===== src/hw/rtl/srfe_pkg.sv =====
package srfe_pkg;

    localparam int unsigned MAX_DIM = 1048576;

    localparam logic [1:0] MODE_ROW    = 2'd0;
    localparam logic [1:0] MODE_ENTRY  = 2'd1;
    localparam logic [1:0] MODE_FINISH = 2'd2;

    localparam logic REG_COLUMN_COUNT  = 1'b0;
    localparam logic REG_EXCLUDE_EMPTY = 1'b1;

    localparam logic [20:0] MAX_DIM_W = 21'(MAX_DIM);

    typedef struct packed {
        logic [1:0]  kind;
        logic [20:0] len;
        logic [41:0] len_sq;
        logic [19:0] col;
    } srfe_item_t;

    typedef struct packed {
        logic [20:0] column_count;
        logic        exclude_empty;
    } srfe_cfg_t;

    typedef struct packed {
        logic        start;
        logic [63:0] dividend;
        logic [41:0] divisor;
    } srfe_div_req_t;

    typedef struct packed {
        logic        done;
        logic [63:0] quotient;
    } srfe_div_resp_t;

    typedef struct packed {
        logic [40:0] total_nonzeros;
        logic [20:0] row_total;
        logic [20:0] empty_row_total;
        logic [20:0] longest_row;
        logic [36:0] mean_fixed;
        logic [36:0] deviation_fixed;
        logic [36:0] variation_fixed;
        logic [36:0] band_fixed;
        logic [20:0] diagonal_total;
        logic [20:0] degree_average;
        logic [16:0] density_fixed;
        logic        not_square;
    } srfe_result_t;

endpackage


===== src/hw/rtl/srfe_fifo.sv =====
module srfe_fifo
    import srfe_pkg::*;
(
    input  logic       aclk,
    input  logic       aresetn,
    input  logic       push,
    input  srfe_item_t push_item,
    output logic       full,
    input  logic       pop,
    output logic       not_empty,
    output srfe_item_t head
);

    srfe_item_t  mem_reg [4];
    logic [1:0]  wr_reg, wr_next;
    logic [1:0]  rd_reg, rd_next;
    logic [2:0]  count_reg, count_next;

    assign full      = (count_reg == 3'd4);
    assign not_empty = (count_reg != 3'd0);
    assign head      = mem_reg[rd_reg];

    always_comb begin
        wr_next    = push ? wr_reg + 2'd1 : wr_reg;
        rd_next    = pop ? rd_reg + 2'd1 : rd_reg;
        count_next = count_reg + {2'd0, push} - {2'd0, pop};
    end

    always_ff @(posedge aclk) begin
        if (!aresetn) begin
            wr_reg    <= '0;
            rd_reg    <= '0;
            count_reg <= '0;
        end else begin
            wr_reg    <= wr_next;
            rd_reg    <= rd_next;
            count_reg <= count_next;
        end
        if (push) begin
            mem_reg[wr_reg] <= push_item;
        end
    end

endmodule


===== config.mk =====
export PLATFORM = sky130hd
export DESIGN_NAME = srfe_fifo
export DESIGN_NICKNAME = d
export VERILOG_FILES = /design/src/hw/rtl/srfe_pkg.sv /design/src/hw/rtl/srfe_fifo.sv
export SDC_FILE = /design/constraint.sdc
export NUM_CORES = 1
export LEC_CHECK = 0
export ABC_AREA = 0
export BUFFER_PORTS_ARGS = -buffer_cell sky130_fd_sc_hd__buf_2
export CORE_ASPECT_RATIO = 0.8
export CORE_UTILIZATION = 35
export DETAILED_ROUTE_END_ITERATION = 10
export HOLD_SLACK_MARGIN = 0.1
export SYNTH_ARGS = -nofsm -noshare
export SYNTH_HDL_FRONTEND = slang
export SYNTH_SLANG_ARGS = --single-unit

===== constraint.sdc =====
create_clock -name aclk -period 3.8 [get_ports aclk]
set_input_delay 0.76 -clock aclk [delete_from_list [all_inputs] [get_ports aclk]]
set_output_delay 0.76 -clock aclk [all_outputs]
set_load 0.01 [all_outputs]

# Word-level counts from Yosys, hierarchy flattened
# Memory sizes are Yosys's and may differ from the RTL's. A register that Yosys moved wholly into a read port is not among the register bits.
# Index checks and enable logic that the tools add are counted.
# word_totals
reg_bits,7
latchBits,0
ram_bits,340
mem_bits_ro,0
inputBits,89
output_inout_bits,87
wordCells,14
mem_count,1
# memory_table
name,depth,width,rd,rd_ports_with_merged_regs,write_ports,line,text
mem_reg,4,85,1,1,1,srfe_fifo.sv:14,srfe_item_t mem_reg [4];
# classes
n_addsub,4
n_mul,0
div_mod_pow,0
order_cmp,0
eq_ne,1
shifts,0
muxes,4
bitwise,0
reduce_logical,1
# ops
cell,count
"adder 2 x 1 -> 2 bit, second input constant",2
2-to-1 mux 2 bit,2
adder 3 x 1 -> 3 bit,1
"equality test 3 bit, second input constant",1
nonzero test 3 bit,1
subtractor 3 x 1 -> 3 bit,1
2-to-1 mux 1 bit,2

# Longest topological paths before layout
# logic_depth
ltp_word,3
mapped_depth,7
depth_no_buf,7

# Least setup slack after synthesis
# No wires, ideal clock.
# synth_timing
path_type,input-to-reg
from,input push
to,"memory mem_reg[0][0] (netlist bit), enable pin"
setup_time_ns,0.453
t_arrival_ns,2.735
t_required_ns,3.347
slack_ns,0.613
cell_stages,1
n_path_buf,0
cell_sequence,and2_1
# synth_via
elab_chain_cells,2
# synth_rtl
element,line,text
start: declaration,srfe_fifo.sv:6,"input logic push,"
2-to-1 mux 1 bit,srfe_fifo.sv:39,if (push) begin
2-to-1 mux 1 bit (implied by the code),srfe_fifo.sv:40,mem_reg[wr_reg] <= push_item;
end: declaration,srfe_fifo.sv:14,
# No other way between the ends.

==> out/metrics.csv <==
metric;value;unit
status;finished clean;
total_power;8.79;mW
coreArea;35900;sq um
synth_area_per_cell;26.2;sq um
largest_register_ffs;340;
p_per_area;570;nW/um^2
grt_first_pass_wirelength;36.6;mm
wl_per_cell;19.6;microns
period_minus_slack;3.05;ns
clk_latency;0.52;ns
multi_input_area;2160;sq um
cp_slowest_cell;dfxtp_4;
ir_drop;0.362;mV
layout-drive-gt1-share;45.7;%
ios;176;
rr_startpoint;wr_reg[0];
ys_seq_elements;349;
critPathKind;reg -> out;
wirelength;23.6;mm
cts.clk_slew.worst_paths;0.06;ns
ant_nets;0;
max_freq;328;MHz
portBuffers;175;
crit_chain;buf_4 -> mux4_2 -> buf_2;
hold_violations;0;
hp-class;in -> reg;
crit_buf_inv;2;
critical_path_arrival;2.29;ns
seqCellArea;10400;sq um
cp_top_family;flip-flops;
n_fill_cell;3091;
cts-hold-fix-buffers;0;
start_util;35.5;%
ys_warn_count;0;
r2r_setup_slack;1.90;ns
timing.rr.end;mem_reg[0][58];
cp_slowest_stage_delay;0.68;ns
fp-row-count;62;
hold-path-cell-count;1;
rsz0062_at_grt;false;
worst_slew_pin_slew;0.664;ns
final_nets;789;
seq_area_frac_synth;81.4;%
cts_made_buffers;38;
fp.dieH;173;microns
endpoint_kind;output port;
dp_hpwl;14.1;mm
finalSetupViolations;0;
globalplace.congestion;0.670;
worst-endpoint-required;3.04;ns
post_cts_resized;0;
r2r_cells;4;
worstHoldEndpoint;mem_reg[1][14];
crit_path_max_fanout;21;
root_buffer;clkbuf_16;
max_cap_violations;0;
slew_headroom;55.7;%
antenna_found_initial;2;
cts_setup_buffers;0;
synthDistinctLibCells;21;
cp.depth;3;
total_leakage_power;5.17;nW
cts_buffer_depth;3;
grt_use_total;13.0;%
first_global_vias;6164;
die_w;216;microns
hold_start;push_item[14];
fin_tns_setup;0;ns
netlist_area;12800;sq um
htree_levels;2;
dieArea;37200;sq um
area_growth;20.9;%
routed_via_density;4.67;
cts_sinks;349;
grt_max_degree;56;
critPathLaunchType;register;
globalRouteOverflowTotal;0;
via_count;5611;
drtPass1Iterations;5;
remaining_drc_errors;0;
finalClockSkew;0.0105;ns
finalCritPeriodShare;80.1;%
synth_nets;583;
cts_tree;done;
drv_slew;0;
netlist_instances;487;
drt_iter0_markers;374;
cells by family after synthesis:
group           count (synthesis)  share of synthesized area (%)
flops                         349                           81.4
mux                            86                           15.1
buf+inv                        26                           1.74
simple gates                   14                          0.598
fa+ha+maj                       7                          0.745
xor+xnor                        3                          0.324
compound gates                  2                          0.118
worst reg2reg max path, delay by kind of cell (launching register included):
family,cells,cell delay (ns)
DFF,1,0.35
and+or+nand+nor,1,0.57
buffers and inverters,2,0.45
adders and majority gates,1,0.15
metal layers:
| layer | vias to the layer above | wire length, microns | GRT usage (%) |
|---|---|---|---|
| li1 | 2504 | - | - |
| met4 | 2 | 495 | 4.05 |
| met2 | 161 | 10900 | 20.0 |
| met5 | - | 8 | 0 |
| met1 | 2902 | 10700 | 18.0 |
| met3 | 42 | 1530 | 3.71 |
placed cells by master, fill, tap and decap left out:
| cell type | count |
|---|---|
| and2_4 | 4 |
| inv_1 | 7 |
| a21bo_2 | 1 |
| mux2i_1 | 1 |
| nor2_1 | 5 |
| nand3b_1 | 1 |
| clkbuf_8 | 1 |
| clkinv_1 | 6 |
| ha_1 | 6 |
| and3_1 | 1 |
| fa_1 | 1 |
| dfxtp_1 | 7 |
| or3_1 | 1 |
| inv_6 | 1 |
| a21oi_1 | 1 |
| bufinv_16 | 2 |
| edfxtp_1 | 340 |
| buf_4 | 3 |
| clkinv_4 | 2 |
| clkbuf_1 | 9 |
| buf_2 | 175 |
| clkbuf_16 | 41 |
| mux4_2 | 85 |
| buf_12 | 7 |
| clkinv_2 | 5 |
| xnor2_1 | 2 |
| and2_1 | 2 |
| xor3_1 | 1 |
| dfxtp_4 | 2 |
| diode_2 | 1 |
synthesized netlist by cell type:
cell	count	area, sq um
and2_1	6	37.5
a21bo_2	1	10.0
xnor2_1	2	17.5
edfxtp_1	340	10200
nor2_1	5	18.8
buf_6	1	11.3
and3_1	1	6.26
a21oi_1	1	5.00
buf_1	3	11.3
nand3b_1	1	7.51
fa_1	1	20.0
dfxtp_1	9	180
mux2i_1	1	10.0
inv_1	7	26.3
buf_2	6	30.0
or3_1	1	6.26
buf_4	3	22.5
xor3_1	1	23.8
ha_1	6	75.1
mux4_2	85	1910
buf_12	6	120
how the worst max path moves through the flow:
stage / slack, ns / from / end
6_report: 0.75 / register / head[51]
5_1_grt: 0.60 / register / head[31]
4_1_cts: 0.67 / register / head[37]
3_3_place_gp: 1.25 / register / head[33]
3_5_place_dp: 1.24 / register / head[37]
2_1_floorplan: 0.61 / push / mem_reg[0][0]
power breakdown:
part	internal [mW]	switching (mW)	total [mW]
Clock	2.12	1.39	3.51
Sequential	4.42	0.0678	4.49
Combinational	0.382	0.405	0.788
Total	6.93	1.87	8.79
metrics by stage:
step / util (%) / cell area [sq um] / instances / setup slack, ns / hold WS [ns]
after global routing: 43.0 / 15400 / 1200 / 0.600 / 0.429
after global placement: 39.6 / 14200 / 1133 / 1.25 / 0.513
after floorplan: - / 12800 / 487 / 0.613 / 0.499
final: 43.0 / 15400 / 1201 / 0.754 / 0.452
after detailed placement: 39.6 / 14200 / 1133 / 1.24 / 0.522
after CTS: 43.0 / 15400 / 1200 / 0.671 / 0.416
layout make-up:
cell class	instances	share of cell area, %
inverter	7	0.170
clock inverter	16	0.867
multi-input combinational	112	14.0
clock buffer	51	6.96
timing repair buffer	185	6.73
antenna	1	0.0162
sequential	349	67.4
tap	480	3.89
(Power assumes the default switching activity.)
