[config.mk]
export PLATFORM = sky130hd
export DESIGN_NAME = srfe_front
export DESIGN_NICKNAME = d
export VERILOG_FILES = /design/src/hw/rtl/srfe_pkg.sv /design/src/hw/rtl/srfe_front.sv
export SDC_FILE = /design/constraint.sdc
export NUM_CORES = 1
export LEC_CHECK = 0
export ABC_AREA = 1
export ABC_CLOCK_PERIOD_IN_PS = 13700
export BUFFER_PORTS_ARGS = -buffer_cell sky130_fd_sc_hd__buf_2
export CAP_MARGIN = 20
export CORE_UTILIZATION = 37
export DETAILED_ROUTE_END_ITERATION = 10
export GPL_TIMING_DRIVEN = 0
export MAX_ROUTING_LAYER = met4
export PLACE_DENSITY_LB_ADDON = 0.12
export SYNTH_ARGS = -nofsm -noshare
export SYNTH_HDL_FRONTEND = slang
export SYNTH_SLANG_ARGS = --single-unit
[constraint.sdc]
create_clock -name aclk -period 13.7 [get_ports aclk]
set_input_delay 0 -clock aclk [delete_from_list [all_inputs] [get_ports aclk]]
set_output_delay 0 -clock aclk [all_outputs]
set_load 0.05 [all_outputs]
[src/hw/rtl/srfe_pkg.sv]
package srfe_pkg;

    localparam int unsigned MAX_DIM = 1048576;

    localparam logic [1:0] MODE_ROW    = 2'd0;
    localparam logic [1:0] MODE_ENTRY  = 2'd1;
    localparam logic [1:0] MODE_FINISH = 2'd2;

    localparam logic REG_COLUMN_COUNT  = 1'b0;
    localparam logic REG_EXCLUDE_EMPTY = 1'b1;

    localparam logic [20:0] MAX_DIM_W = 21'(MAX_DIM);

    typedef struct packed {
        logic [1:0]  kind;
        logic [20:0] len;
        logic [41:0] len_sq;
        logic [19:0] col;
    } srfe_item_t;

    typedef struct packed {
        logic [20:0] column_count;
        logic        exclude_empty;
    } srfe_cfg_t;

    typedef struct packed {
        logic        start;
        logic [63:0] dividend;
        logic [41:0] divisor;
    } srfe_div_req_t;

    typedef struct packed {
        logic        done;
        logic [63:0] quotient;
    } srfe_div_resp_t;

    typedef struct packed {
        logic [40:0] total_nonzeros;
        logic [20:0] row_total;
        logic [20:0] empty_row_total;
        logic [20:0] longest_row;
        logic [36:0] mean_fixed;
        logic [36:0] deviation_fixed;
        logic [36:0] variation_fixed;
        logic [36:0] band_fixed;
        logic [20:0] diagonal_total;
        logic [20:0] degree_average;
        logic [16:0] density_fixed;
        logic        not_square;
    } srfe_result_t;

endpackage

[src/hw/rtl/srfe_front.sv]
module srfe_front
    import srfe_pkg::*;
(
    input  logic        aclk,
    input  logic        aresetn,
    input  logic        s_valid,
    output logic        s_ready,
    input  logic [1:0]  s_mode,
    input  logic [20:0] s_row_length,
    input  logic [19:0] s_col_index,
    output logic        push,
    output srfe_item_t  push_item,
    input  logic        queue_full
);

    logic       valid_reg, valid_next;
    srfe_item_t item_reg, item_next;
    logic [20:0] len_clamped;
    logic        useful;

    assign push    = valid_reg && !queue_full;
    assign s_ready = !valid_reg || !queue_full;
    assign useful  = (s_mode == MODE_ROW) || (s_mode == MODE_ENTRY) || (s_mode == MODE_FINISH);
    assign len_clamped = (s_row_length > MAX_DIM_W) ? MAX_DIM_W : s_row_length;

    always_comb begin
        valid_next = valid_reg;
        item_next  = item_reg;
        if (push) begin
            valid_next = 1'b0;
        end
        if (s_valid && s_ready) begin
            valid_next       = useful;
            item_next.kind   = s_mode;
            item_next.len    = len_clamped;
            item_next.len_sq = {21'd0, len_clamped} * {21'd0, len_clamped};
            item_next.col    = s_col_index;
        end
    end

    always_ff @(posedge aclk) begin
        if (!aresetn) begin
            valid_reg <= 1'b0;
        end else begin
            valid_reg <= valid_next;
        end
        item_reg <= item_next;
    end

    assign push_item = item_reg;

endmodule

Yosys cells after proc, flatten, opt, wreduce, memory -nomap -nowiden

Index checks and enable logic that the tools add are counted.

Bits in registers: 86
Bits of input ports: 47
Output and inout bits: 87
Word-level logic and storage cells: 21

Multiply operators: 1
$lt $le $gt $ge: 1
Eq/ne operators: 2
Mux-type cells: 3
Reductions and logical operators: 9

Operators by type and width:

| kind                                                            | count |
|---|---|
| 21-bit by 21-bit multiplier with 42-bit output                  | 1 |
| 21-bit > comparator, second input constant                      | 1 |
| 21-bit two-way mux                                              | 1 |
| 1-bit logical OR                                                | 3 |
| 2-bit by 1-bit == test with 1-bit output, second input constant | 1 |
| 2-bit == test, second input constant                            | 1 |
| 1-bit logical AND                                               | 2 |
| 1-bit logical NOT                                               | 2 |
| 2-bit logical NOT                                               | 1 |
| 1-bit two-way mux                                               | 2 |
| 2-bit nonzero test                                              | 1 |

Depth between registers and ports, before layout

Word-level depth: 4
Gate-level depth with buffers: 39
Gate-level depth less buffers: 37

Least setup slack after synthesis

OpenSTA, ideal clock, no wires.

Kind: input port to flip-flop
Start point: input port s_row_length[11]
End point: register item_reg (netlist bit push_item[59]), data pin
Setup time: 0.252 ns
Arrival: 6.005 ns
Slack: 7.442 ns
Stages on the path: 33
Buffers on the path: 2
Cells stage by stage: buf_2 -> nor4_2 -> nand3_2 -> nand2_4 -> inv_8 -> buf_12 -> nor2_8 -> inv_2 -> nor2_2 -> inv_1 -> fa_1 -> inv_1 -> fa_1 -> inv_1 -> fa_1 -> inv_1 -> fa_1 -> inv_1 -> fa_1 -> inv_1 -> fa_1 -> fa_1 -> ha_1 -> nand2_1 -> inv_1 -> a21oi_1 -> nand2_1 -> nand2_1 -> nand3_1 -> nand2_1 -> nand2_1 -> nand2_1 -> nand2_1

Word-level cells in the longest chain between the ends: 3

RTL lines:

| item                                           | line             | text |
|---|---|---|
| start, declared                                | srfe_front.sv:9  | `input logic [20:0] s_row_length,` |
| 21-bit > comparator                            | srfe_front.sv:24 | `assign len_clamped = (s_row_length > MAX_DIM_W) ? MAX_DIM_W : s_row_length;` |
| 21-bit two-way mux                             | srfe_front.sv:24 |  |
| net len_clamped[5]                             | srfe_front.sv:18 | `logic [20:0] len_clamped;` |
| 21-bit by 21-bit multiplier with 42-bit output | srfe_front.sv:36 | `item_next.len_sq = {21'd0, len_clamped} * {21'd0, len_clamped};` |
| end signal, assigned                           | srfe_front.sv:47 | `item_reg <= item_next;` |
| end, declared                                  | srfe_front.sv:17 | `srfe_item_t item_reg, item_next;` |

The timed path passes the listed nets, and every way through them passes these cells.
A chain may end at the register's enable or synchronous reset.

Worst setup path after layout

Start point: input port s_row_length[0]
End point: register item_reg (netlist bit push_item[59]), data pin

Same word-level chain as after synthesis.

==> results.toml <==
[final_layout]
n_fill_cell = 4217
multiInputGateArea_mm2 = 0.0113
antennaDiodeCount = 0
seq_area_mm2 = 0.00251
drive_gt1_share_pct = 11.1
mostFrequentLayoutCells = "inv_1, nand2_1, fa_1"
finalNetCount = 2468
final_common_cell = "inv_1"
largest_reg_flops = 83
syn_to_final_growth_pct = 12.7

[clocking]
clkTransAtPathRegs_ps = 70
cts.sinks = 84
cts_resized = 0
cts-root-to-sink-buffers = 2
root_buffer = "clkbuf_16"
cts_inserted_buffers = 9
clk_latency_ps = 390
htreeDepth = 3
cts_tree = "yes"

[sta]
slew_headroom_pct = 30.1
fmax_mhz = 131
finalSetupViolCount = 0
drv_slew = 0
setup_tns_ps = 0
period_share_pct = 55.7
fin_skew_ps = 17.9
tightest_slew_ps = 1050
period_needed_ps = 7640
setup_slack_ps = 6060
rsz0062_at_grt = "false"
hold_viol = 0

[worst_setup_path]
cpMostUsedCell = "fa_1"
worst_setup_path_start_kind = "input port"
crit_path_end_kind = "flip-flop"
worstSetupPathType = "in -> reg"
worstPathRequired_ps = 13840
critPathTopFamily = "adder cells"
cp_max_fo = 8
worst-path-buf-inv = 8
cp.arrival_ps = 7770
critPathMaxStageDelay_ps = 570
slowest_stage = "inv_1"

[detailed_routing]
avgRoutedWirePerCell_um = 17.8
ant_nets = 0
drt_iter0_drc = 618
viasPerCell = 4.64
dr.pass1.iters = 5
drc = 0
via_count = 11600
drt_wl_total_mm = 44.7

[grt]
grt_pass1_vias = 12100
grt_max_degree = 51
grt_antenna_before_repair = 0
globalRouteOverflowTotal = 0
grt_pass1_wl_mm = 69.7
grtUsageTotal_pct = 22.4

[floorplanning]
core_mm2 = 0.0421
die_h_um = 209
fp-row-count = 75
die-width_um = 209
design.portCount = 134
dieArea_mm2 = 0.0437
start_util_pct = 37.7

[hold_path]
min_path_type = "in -> reg"

[logic_synthesis]
yosys_warnings = 0
netlist_area_mm2 = 0.0159
avgSynthCellArea_um2 = 8.96
synth_cells = 1770
ys_seq_area_share_pct = 15.8
ys_seq_elements = 84
yosysUniqueCellTypes = 41

[flow_run]
maxCapViolCount = 0

[placement]
io_buffers = 129
place_ws_ps = 6040
dp_hpwl_mm = 38.3
gp_congestion = 0.936

[status]
status = "finished clean"
## through the flow
stage / cells / hold WS [ps] / utilization [%] / area, um2
final: 2509 / 36.5 / 42.4 / 17900
after floorplan: 1799 / 98.9 / - / 16000
after global routing: 2509 / 60.7 / 42.4 / 17900
after CTS: 2509 / 31.4 / 42.4 / 17900
after detailed placement: 2468 / 179 / 41.1 / 17300
after global placement: 2467 / 176 / 41.0 / 17300
## worst reg2reg max path, cell delays in order (launching register included)
cell,delay [ps]
dfxtp_1,320
nand2_1,90
and2_4,470
buf_16,320
## synth_stat cells
| cell type | n | area [um2] |
|---|---|---|
| inv_1 | 515 | 1930 |
| nand2_1 | 324 | 1220 |
| fa_1 | 310 | 6210 |
| nor2_1 | 164 | 616 |
| ha_1 | 146 | 1830 |
| edfxtp_1 | 83 | 2490 |
| a21oi_1 | 35 | 175 |
| nand3_1 | 33 | 165 |
| inv_2 | 19 | 71.3 |
| nor2_4 | 19 | 214 |
| xor2_1 | 19 | 166 |
| o21ai_0 | 16 | 80.1 |
| nor3_1 | 10 | 50.1 |
| xnor2_1 | 9 | 78.8 |
| nor2_8 | 8 | 160 |
| clkbuf_1 | 6 | 22.5 |
| nand4_1 | 6 | 37.5 |
| nor2_2 | 6 | 37.5 |
| buf_2 | 4 | 20.0 |
| o21bai_1 | 4 | 30.0 |
| a31oi_1 | 3 | 18.8 |
| buf_1 | 3 | 11.3 |
| buf_6 | 3 | 33.8 |
| inv_4 | 3 | 18.8 |
| a21boi_0 | 2 | 15.0 |
| and2_1 | 2 | 12.5 |
| buf_4 | 2 | 15.0 |
| clkinv_1 | 2 | 7.51 |
| conb_1 | 2 | 7.51 |
| buf_12 | 1 | 20.0 |
| clkinv_2 | 1 | 5.00 |
| clkinv_4 | 1 | 8.76 |
| dfxtp_1 | 1 | 20.0 |
| inv_6 | 1 | 8.76 |
| inv_8 | 1 | 11.3 |
| nand2_4 | 1 | 11.3 |
| nand2b_1 | 1 | 6.26 |
| nand3_2 | 1 | 10.0 |
| nand3b_1 | 1 | 7.51 |
| nor4_1 | 1 | 6.26 |
| nor4_2 | 1 | 12.5 |
## layer usage
metal / wire, um / global-route usage [%]
met5: 0 / -
met4: 1140 / 6.59
met3: 2280 / 3.28
met2: 22200 / 36.7
met1: 19000 / 28.8
## logic make-up (layout without fill, tap and decap cells)
kind of cell	after synthesis	count (layout)	synth area share (%)
and+or+nand+nor	578	578	16.2
buffers and inverters	562	733	13.8
adders and majority gates	456	456	50.6
DFF	84	84	15.8
AOI/OAI and AO/OA	60	60	2.01
xor gates and xnor gates	28	28	1.55
other	2	31	0.0473
## worst paths after layout
check	startpoint	to	slack [ps]	depth (start not counted)
max	s_row_length[0]	push_item[59]	6060	30
min	s_row_length[20]	push_item[82]	40	2
max reg2reg	valid_reg	push_item[58]	12160	3
min reg2reg	valid_reg	push_item[37]	940	2
## cell type report
cell class                      instances  area share, %
Buffer                                 19          0.686
Clock inverter                          7          0.448
Clock buffer                            9           1.26
Sequential cell                        84           14.1
Tap cell                              539           3.77
Inverter                              543           11.5
Multi-Input combinational cell       1153           63.1
Timing Repair Buffer                  155           5.16
## repair_timing
item	in CTS	in global routing
hold endpoints to repair	24	0
buffers inserted	0	0
hold buffers	25	0
Power is not shown: default switching activity piles up to over one toggle a cycle in this logic, so the estimate is an artifact.
