`config.mk`:
```
export PLATFORM = sky130hd
export DESIGN_NAME = srfe_back
export DESIGN_NICKNAME = d
export VERILOG_FILES = /design/src/hw/rtl/srfe_pkg.sv /design/src/hw/rtl/srfe_div.sv /design/src/hw/rtl/srfe_back.sv
export SDC_FILE = /design/constraint.sdc
export NUM_CORES = 2
export LEC_CHECK = 0
export ABC_AREA = 1
export BUFFER_PORTS_ARGS = -buffer_cell sky130_fd_sc_hd__buf_2
export CORE_MARGIN = 4
export CORE_UTILIZATION = 57
export CTS_CLUSTER_SIZE = 10
export DETAILED_ROUTE_END_ITERATION = 6
export GPL_ROUTABILITY_DRIVEN = 1
export GPL_TIMING_DRIVEN = 0
export PLACE_DENSITY = 0.83
export SLEW_MARGIN = 20
export SYNTH_ARGS = -nofsm -noshare
export SYNTH_HDL_FRONTEND = slang
export SYNTH_SLANG_ARGS = --single-unit
```
`constraint.sdc`:
```
create_clock -name aclk -period 17 [get_ports aclk]
set_clock_uncertainty 0.2 [all_clocks]
set_input_delay 2.55 -clock aclk [delete_from_list [all_inputs] [get_ports aclk]]
set_output_delay 2.55 -clock aclk [all_outputs]
set_load 0.02 [all_outputs]
```
`src/hw/rtl/srfe_pkg.sv`:
```
package srfe_pkg;

    localparam int unsigned MAX_DIM = 1048576;

    localparam logic [1:0] MODE_ROW    = 2'd0;
    localparam logic [1:0] MODE_ENTRY  = 2'd1;
    localparam logic [1:0] MODE_FINISH = 2'd2;

    localparam logic REG_COLUMN_COUNT  = 1'b0;
    localparam logic REG_EXCLUDE_EMPTY = 1'b1;

    localparam logic [20:0] MAX_DIM_W = 21'(MAX_DIM);

    typedef struct packed {
        logic [1:0]  kind;
        logic [20:0] len;
        logic [41:0] len_sq;
        logic [19:0] col;
    } srfe_item_t;

    typedef struct packed {
        logic [20:0] column_count;
        logic        exclude_empty;
    } srfe_cfg_t;

    typedef struct packed {
        logic        start;
        logic [63:0] dividend;
        logic [41:0] divisor;
    } srfe_div_req_t;

    typedef struct packed {
        logic        done;
        logic [63:0] quotient;
    } srfe_div_resp_t;

    typedef struct packed {
        logic [40:0] total_nonzeros;
        logic [20:0] row_total;
        logic [20:0] empty_row_total;
        logic [20:0] longest_row;
        logic [36:0] mean_fixed;
        logic [36:0] deviation_fixed;
        logic [36:0] variation_fixed;
        logic [36:0] band_fixed;
        logic [20:0] diagonal_total;
        logic [20:0] degree_average;
        logic [16:0] density_fixed;
        logic        not_square;
    } srfe_result_t;

endpackage

```
`src/hw/rtl/srfe_div.sv`:
```
module srfe_div
    import srfe_pkg::*;
(
    input  logic           aclk,
    input  logic           aresetn,
    input  srfe_div_req_t  req,
    output srfe_div_resp_t resp
);

    logic        busy_reg, busy_next;
    logic        done_reg, done_next;
    logic [5:0]  cnt_reg, cnt_next;
    logic [41:0] rem_reg, rem_next;
    logic [63:0] quo_reg, quo_next;
    logic [41:0] divisor_reg, divisor_next;
    logic        zero_reg, zero_next;
    logic [42:0] shifted;
    logic [42:0] diff;

    always_comb begin
        busy_next    = busy_reg;
        done_next    = 1'b0;
        cnt_next     = cnt_reg;
        rem_next     = rem_reg;
        quo_next     = quo_reg;
        divisor_next = divisor_reg;
        zero_next    = zero_reg;
        shifted      = {rem_reg, quo_reg[63]};
        diff         = shifted - {1'b0, divisor_reg};
        if (req.start) begin
            busy_next    = 1'b1;
            cnt_next     = '0;
            rem_next     = '0;
            quo_next     = req.dividend;
            divisor_next = req.divisor;
            zero_next    = (req.divisor == '0);
        end else if (busy_reg) begin
            if (!diff[42]) begin
                rem_next = diff[41:0];
                quo_next = {quo_reg[62:0], 1'b1};
            end else begin
                rem_next = shifted[41:0];
                quo_next = {quo_reg[62:0], 1'b0};
            end
            cnt_next = cnt_reg + 6'd1;
            if (cnt_reg == 6'd63) begin
                busy_next = 1'b0;
                done_next = 1'b1;
            end
        end
    end

    always_ff @(posedge aclk) begin
        if (!aresetn) begin
            busy_reg <= 1'b0;
            done_reg <= 1'b0;
            cnt_reg  <= '0;
        end else begin
            busy_reg <= busy_next;
            done_reg <= done_next;
            cnt_reg  <= cnt_next;
        end
        rem_reg     <= rem_next;
        quo_reg     <= quo_next;
        divisor_reg <= divisor_next;
        zero_reg    <= zero_next;
    end

    assign resp.done     = done_reg;
    assign resp.quotient = zero_reg ? 64'd0 : quo_reg;

endmodule

```
`src/hw/rtl/srfe_back.sv`:
```
module srfe_back
    import srfe_pkg::*;
(
    input  logic         aclk,
    input  logic         aresetn,
    input  srfe_cfg_t    cfg,
    input  logic         q_not_empty,
    input  srfe_item_t   q_head,
    output logic         q_pop,
    output logic         m_valid,
    input  logic         m_ready,
    output srfe_result_t m_result
);

    localparam logic [2:0] ST_IDLE   = 3'd0;
    localparam logic [2:0] ST_MUL_DQ = 3'd1;
    localparam logic [2:0] ST_MUL_SS = 3'd2;
    localparam logic [2:0] ST_SQRT   = 3'd3;
    localparam logic [2:0] ST_DIV    = 3'd4;
    localparam logic [2:0] ST_OUT    = 3'd5;

    localparam logic [2:0] DIV_MEAN = 3'd0;
    localparam logic [2:0] DIV_DEV  = 3'd1;
    localparam logic [2:0] DIV_COV  = 3'd2;
    localparam logic [2:0] DIV_BAND = 3'd3;
    localparam logic [2:0] DIV_DEG  = 3'd4;
    localparam logic [2:0] DIV_DENS = 3'd5;

    logic [2:0]  state_reg, state_next;
    logic [20:0] rows_reg, rows_next;
    logic [20:0] nonempty_reg, nonempty_next;
    logic [39:0] sum_reg, sum_next;
    logic [60:0] sqsum_reg, sqsum_next;
    logic [20:0] maxlen_reg, maxlen_next;
    logic [19:0] maxdist_reg, maxdist_next;
    logic [20:0] diag_reg, diag_next;

    logic [81:0] prod_reg, prod_next;
    logic [81:0] mcand_reg, mcand_next;
    logic [40:0] mplier_reg, mplier_next;
    logic [81:0] dq_reg, dq_next;
    logic [41:0] nc_reg, nc_next;
    logic [113:0] rad_reg, rad_next;
    logic [58:0] rem_reg, rem_next;
    logic [56:0] root_reg, root_next;
    logic [5:0]  cnt_reg, cnt_next;
    logic [2:0]  div_idx_reg, div_idx_next;
    logic        issued_reg, issued_next;

    logic         m_valid_reg, m_valid_next;
    srfe_result_t res_reg, res_next;
    srfe_result_t out_reg, out_next;

    srfe_div_req_t  div_req;
    srfe_div_resp_t div_resp;

    logic [20:0] divisor_d;
    logic        square;
    logic [19:0] cur_row;
    logic [19:0] gap;
    logic [58:0] rem_sh;
    logic [58:0] trial;
    logic [58:0] rem_diff;
    logic [81:0] var_diff;
    logic [40:0] sum_diag;
    logic        out_load;

    assign divisor_d = cfg.exclude_empty ? nonempty_reg : rows_reg;
    assign square    = (rows_reg == cfg.column_count);
    assign cur_row   = 20'(rows_reg - 21'd1);
    assign gap       = (q_head.col > cur_row) ? q_head.col - cur_row : cur_row - q_head.col;
    assign rem_sh    = {rem_reg[56:0], rad_reg[113:112]};
    assign trial     = {root_reg, 2'b01};
    assign rem_diff  = rem_sh - trial;
    assign var_diff  = dq_reg - prod_reg;
    assign sum_diag  = {1'b0, sum_reg} + {20'd0, diag_reg};
    assign q_pop     = (state_reg == ST_IDLE) && q_not_empty;
    assign out_load  = (state_reg == ST_OUT) && (!m_valid_reg || m_ready);

    always_comb begin
        div_req.start    = (state_reg == ST_DIV) && !issued_reg;
        div_req.dividend = '0;
        div_req.divisor  = '0;
        case (div_idx_reg)
            DIV_MEAN: begin
                div_req.dividend = {8'd0, sum_reg, 16'd0};
                div_req.divisor  = {21'd0, divisor_d};
            end
            DIV_DEV: begin
                div_req.dividend = {7'd0, root_reg};
                div_req.divisor  = {21'd0, divisor_d};
            end
            DIV_COV: begin
                div_req.dividend = {7'd0, root_reg};
                div_req.divisor  = {2'd0, sum_reg};
            end
            DIV_BAND: begin
                div_req.dividend = {28'd0, maxdist_reg, 16'd0};
                div_req.divisor  = {21'd0, rows_reg};
            end
            DIV_DEG: begin
                div_req.dividend = {23'd0, sum_diag};
                div_req.divisor  = {21'd0, rows_reg};
            end
            DIV_DENS: begin
                div_req.dividend = {8'd0, sum_reg, 16'd0};
                div_req.divisor  = nc_reg;
            end
            default: begin
                div_req.dividend = '0;
                div_req.divisor  = '0;
            end
        endcase
    end

    srfe_div u_div (
        .aclk    (aclk),
        .aresetn (aresetn),
        .req     (div_req),
        .resp    (div_resp)
    );

    always_comb begin
        state_next    = state_reg;
        rows_next     = rows_reg;
        nonempty_next = nonempty_reg;
        sum_next      = sum_reg;
        sqsum_next    = sqsum_reg;
        maxlen_next   = maxlen_reg;
        maxdist_next  = maxdist_reg;
        diag_next     = diag_reg;
        prod_next     = prod_reg;
        mcand_next    = mcand_reg;
        mplier_next   = mplier_reg;
        dq_next       = dq_reg;
        nc_next       = nc_reg;
        rad_next      = rad_reg;
        rem_next      = rem_reg;
        root_next     = root_reg;
        cnt_next      = cnt_reg;
        div_idx_next  = div_idx_reg;
        issued_next   = issued_reg;
        res_next      = res_reg;
        out_next      = out_reg;
        m_valid_next  = m_valid_reg;

        if (m_valid_reg && m_ready) begin
            m_valid_next = 1'b0;
        end

        case (state_reg)
            ST_IDLE: begin
                if (q_pop) begin
                    case (q_head.kind)
                        MODE_ROW: begin
                            if (rows_reg != MAX_DIM_W) begin
                                rows_next = rows_reg + 21'd1;
                                if (q_head.len != '0) begin
                                    nonempty_next = nonempty_reg + 21'd1;
                                end
                                sum_next   = sum_reg + {19'd0, q_head.len};
                                sqsum_next = sqsum_reg + {19'd0, q_head.len_sq};
                                if (q_head.len > maxlen_reg) begin
                                    maxlen_next = q_head.len;
                                end
                            end
                        end
                        MODE_ENTRY: begin
                            if (rows_reg != '0) begin
                                if (gap > maxdist_reg) begin
                                    maxdist_next = gap;
                                end
                                if (gap == '0 && diag_reg != '1) begin
                                    diag_next = diag_reg + 21'd1;
                                end
                            end
                        end
                        MODE_FINISH: begin
                            prod_next   = '0;
                            mcand_next  = {21'd0, sqsum_reg};
                            mplier_next = {20'd0, divisor_d};
                            nc_next     = {21'd0, rows_reg} * {21'd0, cfg.column_count};
                            state_next  = ST_MUL_DQ;
                        end
                        default: begin
                            state_next = ST_IDLE;
                        end
                    endcase
                end
            end
            ST_MUL_DQ, ST_MUL_SS: begin
                if (mplier_reg == '0) begin
                    if (state_reg == ST_MUL_DQ) begin
                        dq_next     = prod_reg;
                        prod_next   = '0;
                        mcand_next  = {42'd0, sum_reg};
                        mplier_next = {1'b0, sum_reg};
                        state_next  = ST_MUL_SS;
                    end else begin
                        rad_next   = (prod_reg <= dq_reg) ? {var_diff, 32'd0} : '0;
                        rem_next   = '0;
                        root_next  = '0;
                        cnt_next   = '0;
                        state_next = ST_SQRT;
                    end
                end else begin
                    if (mplier_reg[0]) begin
                        prod_next = prod_reg + mcand_reg;
                    end
                    mcand_next  = {mcand_reg[80:0], 1'b0};
                    mplier_next = {1'b0, mplier_reg[40:1]};
                end
            end
            ST_SQRT: begin
                rad_next = {rad_reg[111:0], 2'b00};
                if (!rem_diff[58] && rem_sh >= trial) begin
                    rem_next  = rem_diff;
                    root_next = {root_reg[55:0], 1'b1};
                end else begin
                    rem_next  = rem_sh;
                    root_next = {root_reg[55:0], 1'b0};
                end
                cnt_next = cnt_reg + 6'd1;
                if (cnt_reg == 6'd56) begin
                    div_idx_next = DIV_MEAN;
                    issued_next  = 1'b0;
                    state_next   = ST_DIV;
                end
            end
            ST_DIV: begin
                if (!issued_reg) begin
                    issued_next = 1'b1;
                end else if (div_resp.done) begin
                    issued_next  = 1'b0;
                    div_idx_next = div_idx_reg + 3'd1;
                    case (div_idx_reg)
                        DIV_MEAN: res_next.mean_fixed      = div_resp.quotient[36:0];
                        DIV_DEV:  res_next.deviation_fixed = div_resp.quotient[36:0];
                        DIV_COV:  res_next.variation_fixed = div_resp.quotient[36:0];
                        DIV_BAND: res_next.band_fixed      = div_resp.quotient[36:0];
                        DIV_DEG: begin
                            if (!square) begin
                                res_next.degree_average = '0;
                            end else if (div_resp.quotient[63:21] != '0) begin
                                res_next.degree_average = '1;
                            end else begin
                                res_next.degree_average = div_resp.quotient[20:0];
                            end
                        end
                        DIV_DENS: begin
                            if (div_resp.quotient[63:17] != '0) begin
                                res_next.density_fixed = '1;
                            end else begin
                                res_next.density_fixed = div_resp.quotient[16:0];
                            end
                            state_next = ST_OUT;
                        end
                        default: begin
                            state_next = ST_OUT;
                        end
                    endcase
                end
            end
            ST_OUT: begin
                if (out_load) begin
                    out_next                 = res_reg;
                    out_next.total_nonzeros  = {1'b0, sum_reg};
                    out_next.row_total       = rows_reg;
                    out_next.empty_row_total = rows_reg - nonempty_reg;
                    out_next.longest_row     = maxlen_reg;
                    out_next.diagonal_total  = square ? diag_reg : 21'd0;
                    out_next.not_square      = !square;
                    m_valid_next             = 1'b1;
                    rows_next                = '0;
                    nonempty_next            = '0;
                    sum_next                 = '0;
                    sqsum_next               = '0;
                    maxlen_next              = '0;
                    maxdist_next             = '0;
                    diag_next                = '0;
                    state_next               = ST_IDLE;
                end
            end
            default: begin
                state_next = ST_IDLE;
            end
        endcase
    end

    always_ff @(posedge aclk) begin
        if (!aresetn) begin
            state_reg    <= ST_IDLE;
            rows_reg     <= '0;
            nonempty_reg <= '0;
            sum_reg      <= '0;
            sqsum_reg    <= '0;
            maxlen_reg   <= '0;
            maxdist_reg  <= '0;
            diag_reg     <= '0;
            issued_reg   <= 1'b0;
            div_idx_reg  <= '0;
            cnt_reg      <= '0;
            m_valid_reg  <= 1'b0;
        end else begin
            state_reg    <= state_next;
            rows_reg     <= rows_next;
            nonempty_reg <= nonempty_next;
            sum_reg      <= sum_next;
            sqsum_reg    <= sqsum_next;
            maxlen_reg   <= maxlen_next;
            maxdist_reg  <= maxdist_next;
            diag_reg     <= diag_next;
            issued_reg   <= issued_next;
            div_idx_reg  <= div_idx_next;
            cnt_reg      <= cnt_next;
            m_valid_reg  <= m_valid_next;
        end
        prod_reg   <= prod_next;
        mcand_reg  <= mcand_next;
        mplier_reg <= mplier_next;
        dq_reg     <= dq_next;
        nc_reg     <= nc_next;
        rad_reg    <= rad_next;
        rem_reg    <= rem_next;
        root_reg   <= root_next;
        res_reg    <= res_next;
        out_reg    <= out_next;
    end

    assign m_valid  = m_valid_reg;
    assign m_result = out_reg;

    a_rows_bound: assert property (@(posedge aclk) disable iff (!aresetn)
        rows_reg <= MAX_DIM_W)
        else $error("row count beyond limit");

    a_nonempty_bound: assert property (@(posedge aclk) disable iff (!aresetn)
        nonempty_reg <= rows_reg)
        else $error("non-empty rows exceed rows");

    a_div_start: assert property (@(posedge aclk) disable iff (!aresetn)
        div_req.start |-> state_reg == ST_DIV)
        else $error("divider started outside divide phase");

    a_div_done: assert property (@(posedge aclk) disable iff (!aresetn)
        div_resp.done |-> state_reg == ST_DIV && issued_reg)
        else $error("unexpected divider result");

    a_clear: assert property (@(posedge aclk) disable iff (!aresetn)
        out_load |=> rows_reg == '0 && sum_reg == '0 && m_valid_reg)
        else $error("state not cleared after result");

endmodule

```
== Yosys cells after proc, flatten, opt, wreduce, memory -nomap -nowiden ==
Cells that the tools add are included.

* $mul: 1
* Eq/ne operators: 37
* Magnitude comparators: 5
* Add/subtract/negate cells: 17
* Bitwise logic cells: 2
* Reductions and logical operators: 51
* Multiplexer cells: 101

{| class="wikitable"
|+ Operator list
! operator !! count
|-
| two-way mux 82 bit || 9
|-
| one-hot mux 99 bit (6 select lines) || 1
|-
| two-way mux 21 bit || 18
|-
| two-way mux 114 bit || 3
|-
| one-hot mux 82 bit (2 select lines) || 2
|-
| two-way mux 57 bit || 5
|-
| two-way mux 61 bit || 4
|-
| one-hot mux 114 bit (2 select lines) || 1
|-
| one-hot mux 57 bit (2 select lines) || 2
|-
| two-way mux 64 bit || 3
|-
| one-hot mux 21 bit (2 select lines) || 4
|-
| two-way mux 41 bit || 4
|-
| two-way mux 40 bit || 4
|-
| one-hot mux 61 bit (2 select lines) || 1
|-
| two-way mux 20 bit || 6
|-
| adder 82 bit || 1
|-
| less-or-equal comparator 82 bit || 1
|-
| one-hot mux 41 bit (2 select lines) || 1
|-
| subtractor 82 bit || 1
|-
| one-hot mux 40 bit (2 select lines) || 1
|-
| adder 21 x 1 -> 21 bit (second input constant) || 3
|-
| adder 61 x 42 -> 61 bit || 1
|-
| >= comparator 59 bit || 1
|-
| subtractor 59 bit || 1
|-
| 53 further kinds || 136
|}

* Register bits after elaboration: 1430
* Word-level logic and storage cells: 259
* Input port bits: 111

== Depth between registers and ports, before layout ==
* Depth after elaboration: 10
* Gate-level depth with buffers: 36
* Depth with buffers taken out: 34

== By module ==
Synthesis repeated with hierarchy kept, for this count alone.

* Cell total of the unflattened synthesis: 12551
* Area, all modules: 99877.0 µm²

{| class="wikitable"
|+ Modules (own cells, without submodules)
! module !! area each (µm²) !! cells each !! instances
|-
| srfe_back || 89656.0 || 11060 || 1
|-
| srfe_div || 10221.1 || 1491 || 1
|}

== Least setup slack after synthesis ==
OpenSTA, ideal clock, no wires.

* Kind: in2reg
* From: input m_ready
* To: register sqsum_reg[48]
* Setup time: 0.115 ns
* Stages: 7
* Slack: -0.997 ns
* Data arrival time: 17.682 ns
* Path through: nor2_1 > nor2_1 > nor2_1 > inv_1 > clkbuf_1 > a21oi_1 > o21a_1

* Longest elaborated chain between the ends: 4

{| class="wikitable"
|+ Ends and longest elaborated chain
! what !! RTL line !! text
|-
| from (decl) || srfe_back.sv:11 || <nowiki>input logic m_ready,</nowiki>
|-
| logical OR 1 bit || srfe_back.sv:78 || <nowiki>assign out_load = (state_reg == ST_OUT) && (!m_valid_reg || m_ready);</nowiki>
|-
| logical AND 1 bit || srfe_back.sv:78 ||
|-
| != test 2 bit (no source line) || - ||
|-
| AND reduction 5 bit (no source line) || - ||
|-
| to (signal assigned) || srfe_back.sv:309 || <nowiki>sqsum_reg <= sqsum_next;</nowiki>
|-
| to (decl) || srfe_back.sv:33 || <nowiki>logic [60:0] sqsum_reg, sqsum_next;</nowiki>
|}

Every way passes these cells.
A chain may end at the register's enable or synchronous reset.

== Worst setup path in the final report ==
* From: input cfg[13] in the netlist's numbering
* To: register nc_reg[40] (data pin)

* Longest elaborated chain between the ends: 1

{| class="wikitable"
|+ Ends and longest elaborated chain
! what !! RTL line !! text
|-
| from (decl) || srfe_back.sv:6 || <nowiki>input srfe_cfg_t cfg,</nowiki>
|-
| multiplier 21 x 21 -> 42 bit || srfe_back.sv:182 || <nowiki>nc_next = {21'd0, rows_reg} * {21'd0, cfg.column_count};</nowiki>
|-
| to (signal assigned) || srfe_back.sv:322 || <nowiki>nc_reg <= nc_next;</nowiki>
|-
| to (decl) || srfe_back.sv:42 || <nowiki>logic [41:0] nc_reg, nc_next;</nowiki>
|}

Every way passes these cells.

==> flow_metrics.env <==
export IMPL_cap_violations=0
export IMPL_avgSynthCellArea_um2=8.13
export IMPL_numCtsBuffers=165
export IMPL_report_final_slew_viol_count=0
export IMPL_dr_pass1_iters=7
export IMPL_clkLatencyLatePin_ns=0.89
export IMPL_fillers=14500
export IMPL_crit_path_max_fanout=10
export IMPL_yosysMostFrequentCell="nand2_1"
export IMPL_worst_ep_required_time_ns=17.39
export IMPL_core_area_um2=170000
export IMPL_ff2ff_setup_slack_ns=7.40
export IMPL_grt_usage_pct=41.5
export IMPL_largest_reg_flops=311
export IMPL_place_ws_ns=6.47
export IMPL_grt_max_degree=116
export IMPL_status="complete, but fails checks"
export IMPL_grt_pass1_vias=88600
export IMPL_synth_cells=12000
export IMPL_grt_pass1_wl_um=557000
export IMPL_cp_end_kind="register"
export IMPL_yosysTopAreaCell="edfxtp_1"
export IMPL_clk_pin_slew_worst_paths_ns=0.06
export IMPL_antenna_found_initial=12
export IMPL_setup_ws_ns=7.02
export IMPL_cp_start_kind="input port"
export IMPL_die_y_um=423
export IMPL_netlist_area_leader_share_pct=34.6
export IMPL_p_per_area_nw_per_um2=171
export IMPL_synth_edf_count=1128
export IMPL_cts_htree_levels=4
export IMPL_grt_ovfl_total=0
export IMPL_drive_gt1_share_pct=6.30
export IMPL_p_leak_nw=47.2
export IMPL_async_flop_share_pct=0
export IMPL_netlist_area_um2=98000
export IMPL_cts_resized=0
export IMPL_drc=71
export IMPL_clock_sinks=1397
export IMPL_internal_power_w=0.00945
export IMPL_syn_to_final_growth_pct=10.9
export IMPL_ys_top_cells_by_area="edfxtp_1 35%, nand2_1 9.9%, ha_1 8.1%"
export IMPL_avgViaCountPerCell=6.06
export IMPL_fin_crit_ns=9.98
export IMPL_die_w_um=423
export IMPL_finalNetCount=13800
export IMPL_worst_r2r_path_depth=25
export IMPL_seqPwrFrac_pct=30.7
export IMPL_worst_slew_pin_slew_ns=1.24
export IMPL_place_hpwl_um=298000
export IMPL_drt_iter0_markers=11800
export IMPL_cts_root_buf="clkbuf_16"
export IMPL_seq_area_frac_synth_pct=40.1
export IMPL_holdPathStages=0
export IMPL_io_pins=425
export IMPL_period_share_pct=58.7
export IMPL_ys_flop_type="edfxtp_1"
export IMPL_critPathKind="input port to register"
export IMPL_p_sw_share_pct=49.1
export IMPL_synth_common_cells="2571 x nand2_1, 2072 x inv_1, 1157 x nor2_1"
export IMPL_p_switching_w=0.00913
export IMPL_worstPathArrival_ns=10.37
export IMPL_start_util_pct=57.6
export IMPL_clkPwrFrac_pct=18.2
export IMPL_cts_buffer_depth=3
export IMPL_yosysUniqueCellTypes=72
export IMPL_relSlewSlack_pct=17.4
export IMPL_floorplan_die_area_um2=179000
export IMPL_hold_viol_final=0
export IMPL_ys_ff_latch=1397
export IMPL_ant_nets=0
export IMPL_violations="DRC"
export IMPL_hold_class="register to register"
export IMPL_final_core_util_pct=63.9
export IMPL_finalSetupViolCount=0
export IMPL_ys_warn_count=0
export IMPL_routed_via_count=90900
export IMPL_wl_per_cell_um=25.2
export IMPL_num_rows=151
export IMPL_cts_setup_buffers=0
export IMPL_p_total_w=0.0186
export IMPL_vdd_drop_max_mv=0.131
export IMPL_place_congestion=1.06
export IMPL_synth_fp_nets=13200
export IMPL_wl_um=379000
export IMPL_cts_hold_buf=0
export IMPL_port_buffers=421
export IMPL_cts_tree="done"
export IMPL_rsz0062_at_grt="false"
export IMPL_pwr_share_comb_pct=51.2
export IMPL_max_clock_freq_mhz=100
==> layout make-up <==
type	instances	area, um^2	share of cell area (%)
Inverter	2091	7870	7.24
Clock buffer	248	4500	4.14
Timing Repair Buffer	457	2770	2.55
Multi-Input combinational cell	8215	49500	45.6
Tap cell	2218	2780	2.55
Clock inverter	33	514	0.473
Sequential cell	1397	39300	36.1
Buffer	343	1430	1.32
Antenna cell	8	20.0	0.0184
==> placed cells by master, fill, tap and decap left out, drive strengths merged, types with 269 or more instances in the layout <==
master | synthesis | routed
nand2 | 2584 | 2584
inv | 2082 | 2084
nor2 | 1162 | 1162
edfxtp | 1128 | 1128
a21oi | 1016 | 1016
o21ai | 833 | 833
ha | 634 | 634
buf | 92 | 549
clkbuf | 251 | 499
nand3 | 456 | 456
fa | 367 | 367
dfxtp | 269 | 269
==> per-stage QoR <==
step | setup TNS (ns) | area [um^2] | hold slack, ns | std cells
after floorplan | 0 | 98000 | 0.200 | 12000
after global placement | -82.57 | 103000 | 0.201 | 14700
after detailed placement | 0 | 104000 | 0.205 | 14700
after CTS | 0 | 109000 | 0.190 | 15000
after global routing | 0 | 109000 | 0.190 | 15000
final | 0 | 109000 | 0.177 | 15000
==> worst max-delay path, stage by stage <==
cell	delay (ns)
buf_2	0.12
clkbuf_1	0.66
nand2_1	0.18
fa_1	0.58
inv_1	0.05
fa_1	0.49
inv_1	0.05
fa_1	0.52
inv_1	0.07
fa_1	0.64
fa_1	0.50
fa_1	0.55
inv_1	0.07
fa_1	0.56
inv_1	0.05
ha_1	0.35
a21oi_1	0.20
inv_1	0.07
a21oi_1	0.15
inv_1	0.07
a21oi_1	0.16
inv_1	0.07
a211oi_1	0.81
o21bai_1	0.25
nand2_1	0.13
o2111ai_1	0.12
xor2_1	0.32
==> cell families (layout without fill, tap and decap cells) <==
family | count (synthesis) | after routing | synth area share, %
DFF | 1397 | 1397 | 40.1
and+or+nand+nor | 4580 | 4580 | 19.1
buffers and inverters | 2434 | 3172 | 9.48
xor gates and xnor gates | 285 | 285 | 2.55
adders and majority gates | 1001 | 1001 | 15.6
other | 1 | 9 | 0.00383
AOI/OAI and AO/OA | 2348 | 2348 | 13.2
==> final timing paths <==
check | from | to
max | cfg[13] | nc_reg[40]$_DFFE_PP_
min | res_reg[89]$_DFFE_PP_ | m_result[89]$_DFFE_PP_
max reg2reg | rows_reg[11]$_SDFFE_PN0P_ | nc_reg[40]$_DFFE_PP_
min reg2reg | res_reg[89]$_DFFE_PP_ | m_result[89]$_DFFE_PP_
==> power by group through the flow <==
stage	Combinational (W)	Sequential (W)	Clock [W]
after global placement	0.00887	0.00576	0
final	0.00951	0.00570	0.00337
after CTS	0.00920	0.00564	0.00337
after global routing	0.0103	0.00572	0.00353
after detailed placement	0.00908	0.00569	0
after floorplan	0.00607	0.00536	0
==> layer usage <==
metal	GRT usage [%]	wire length, um
met1	51.2	138000
met2	65.8	169000
met3	9.05	40600
met4	27.4	31500
met5	0.188	133
(Power assumes the default switching activity.)
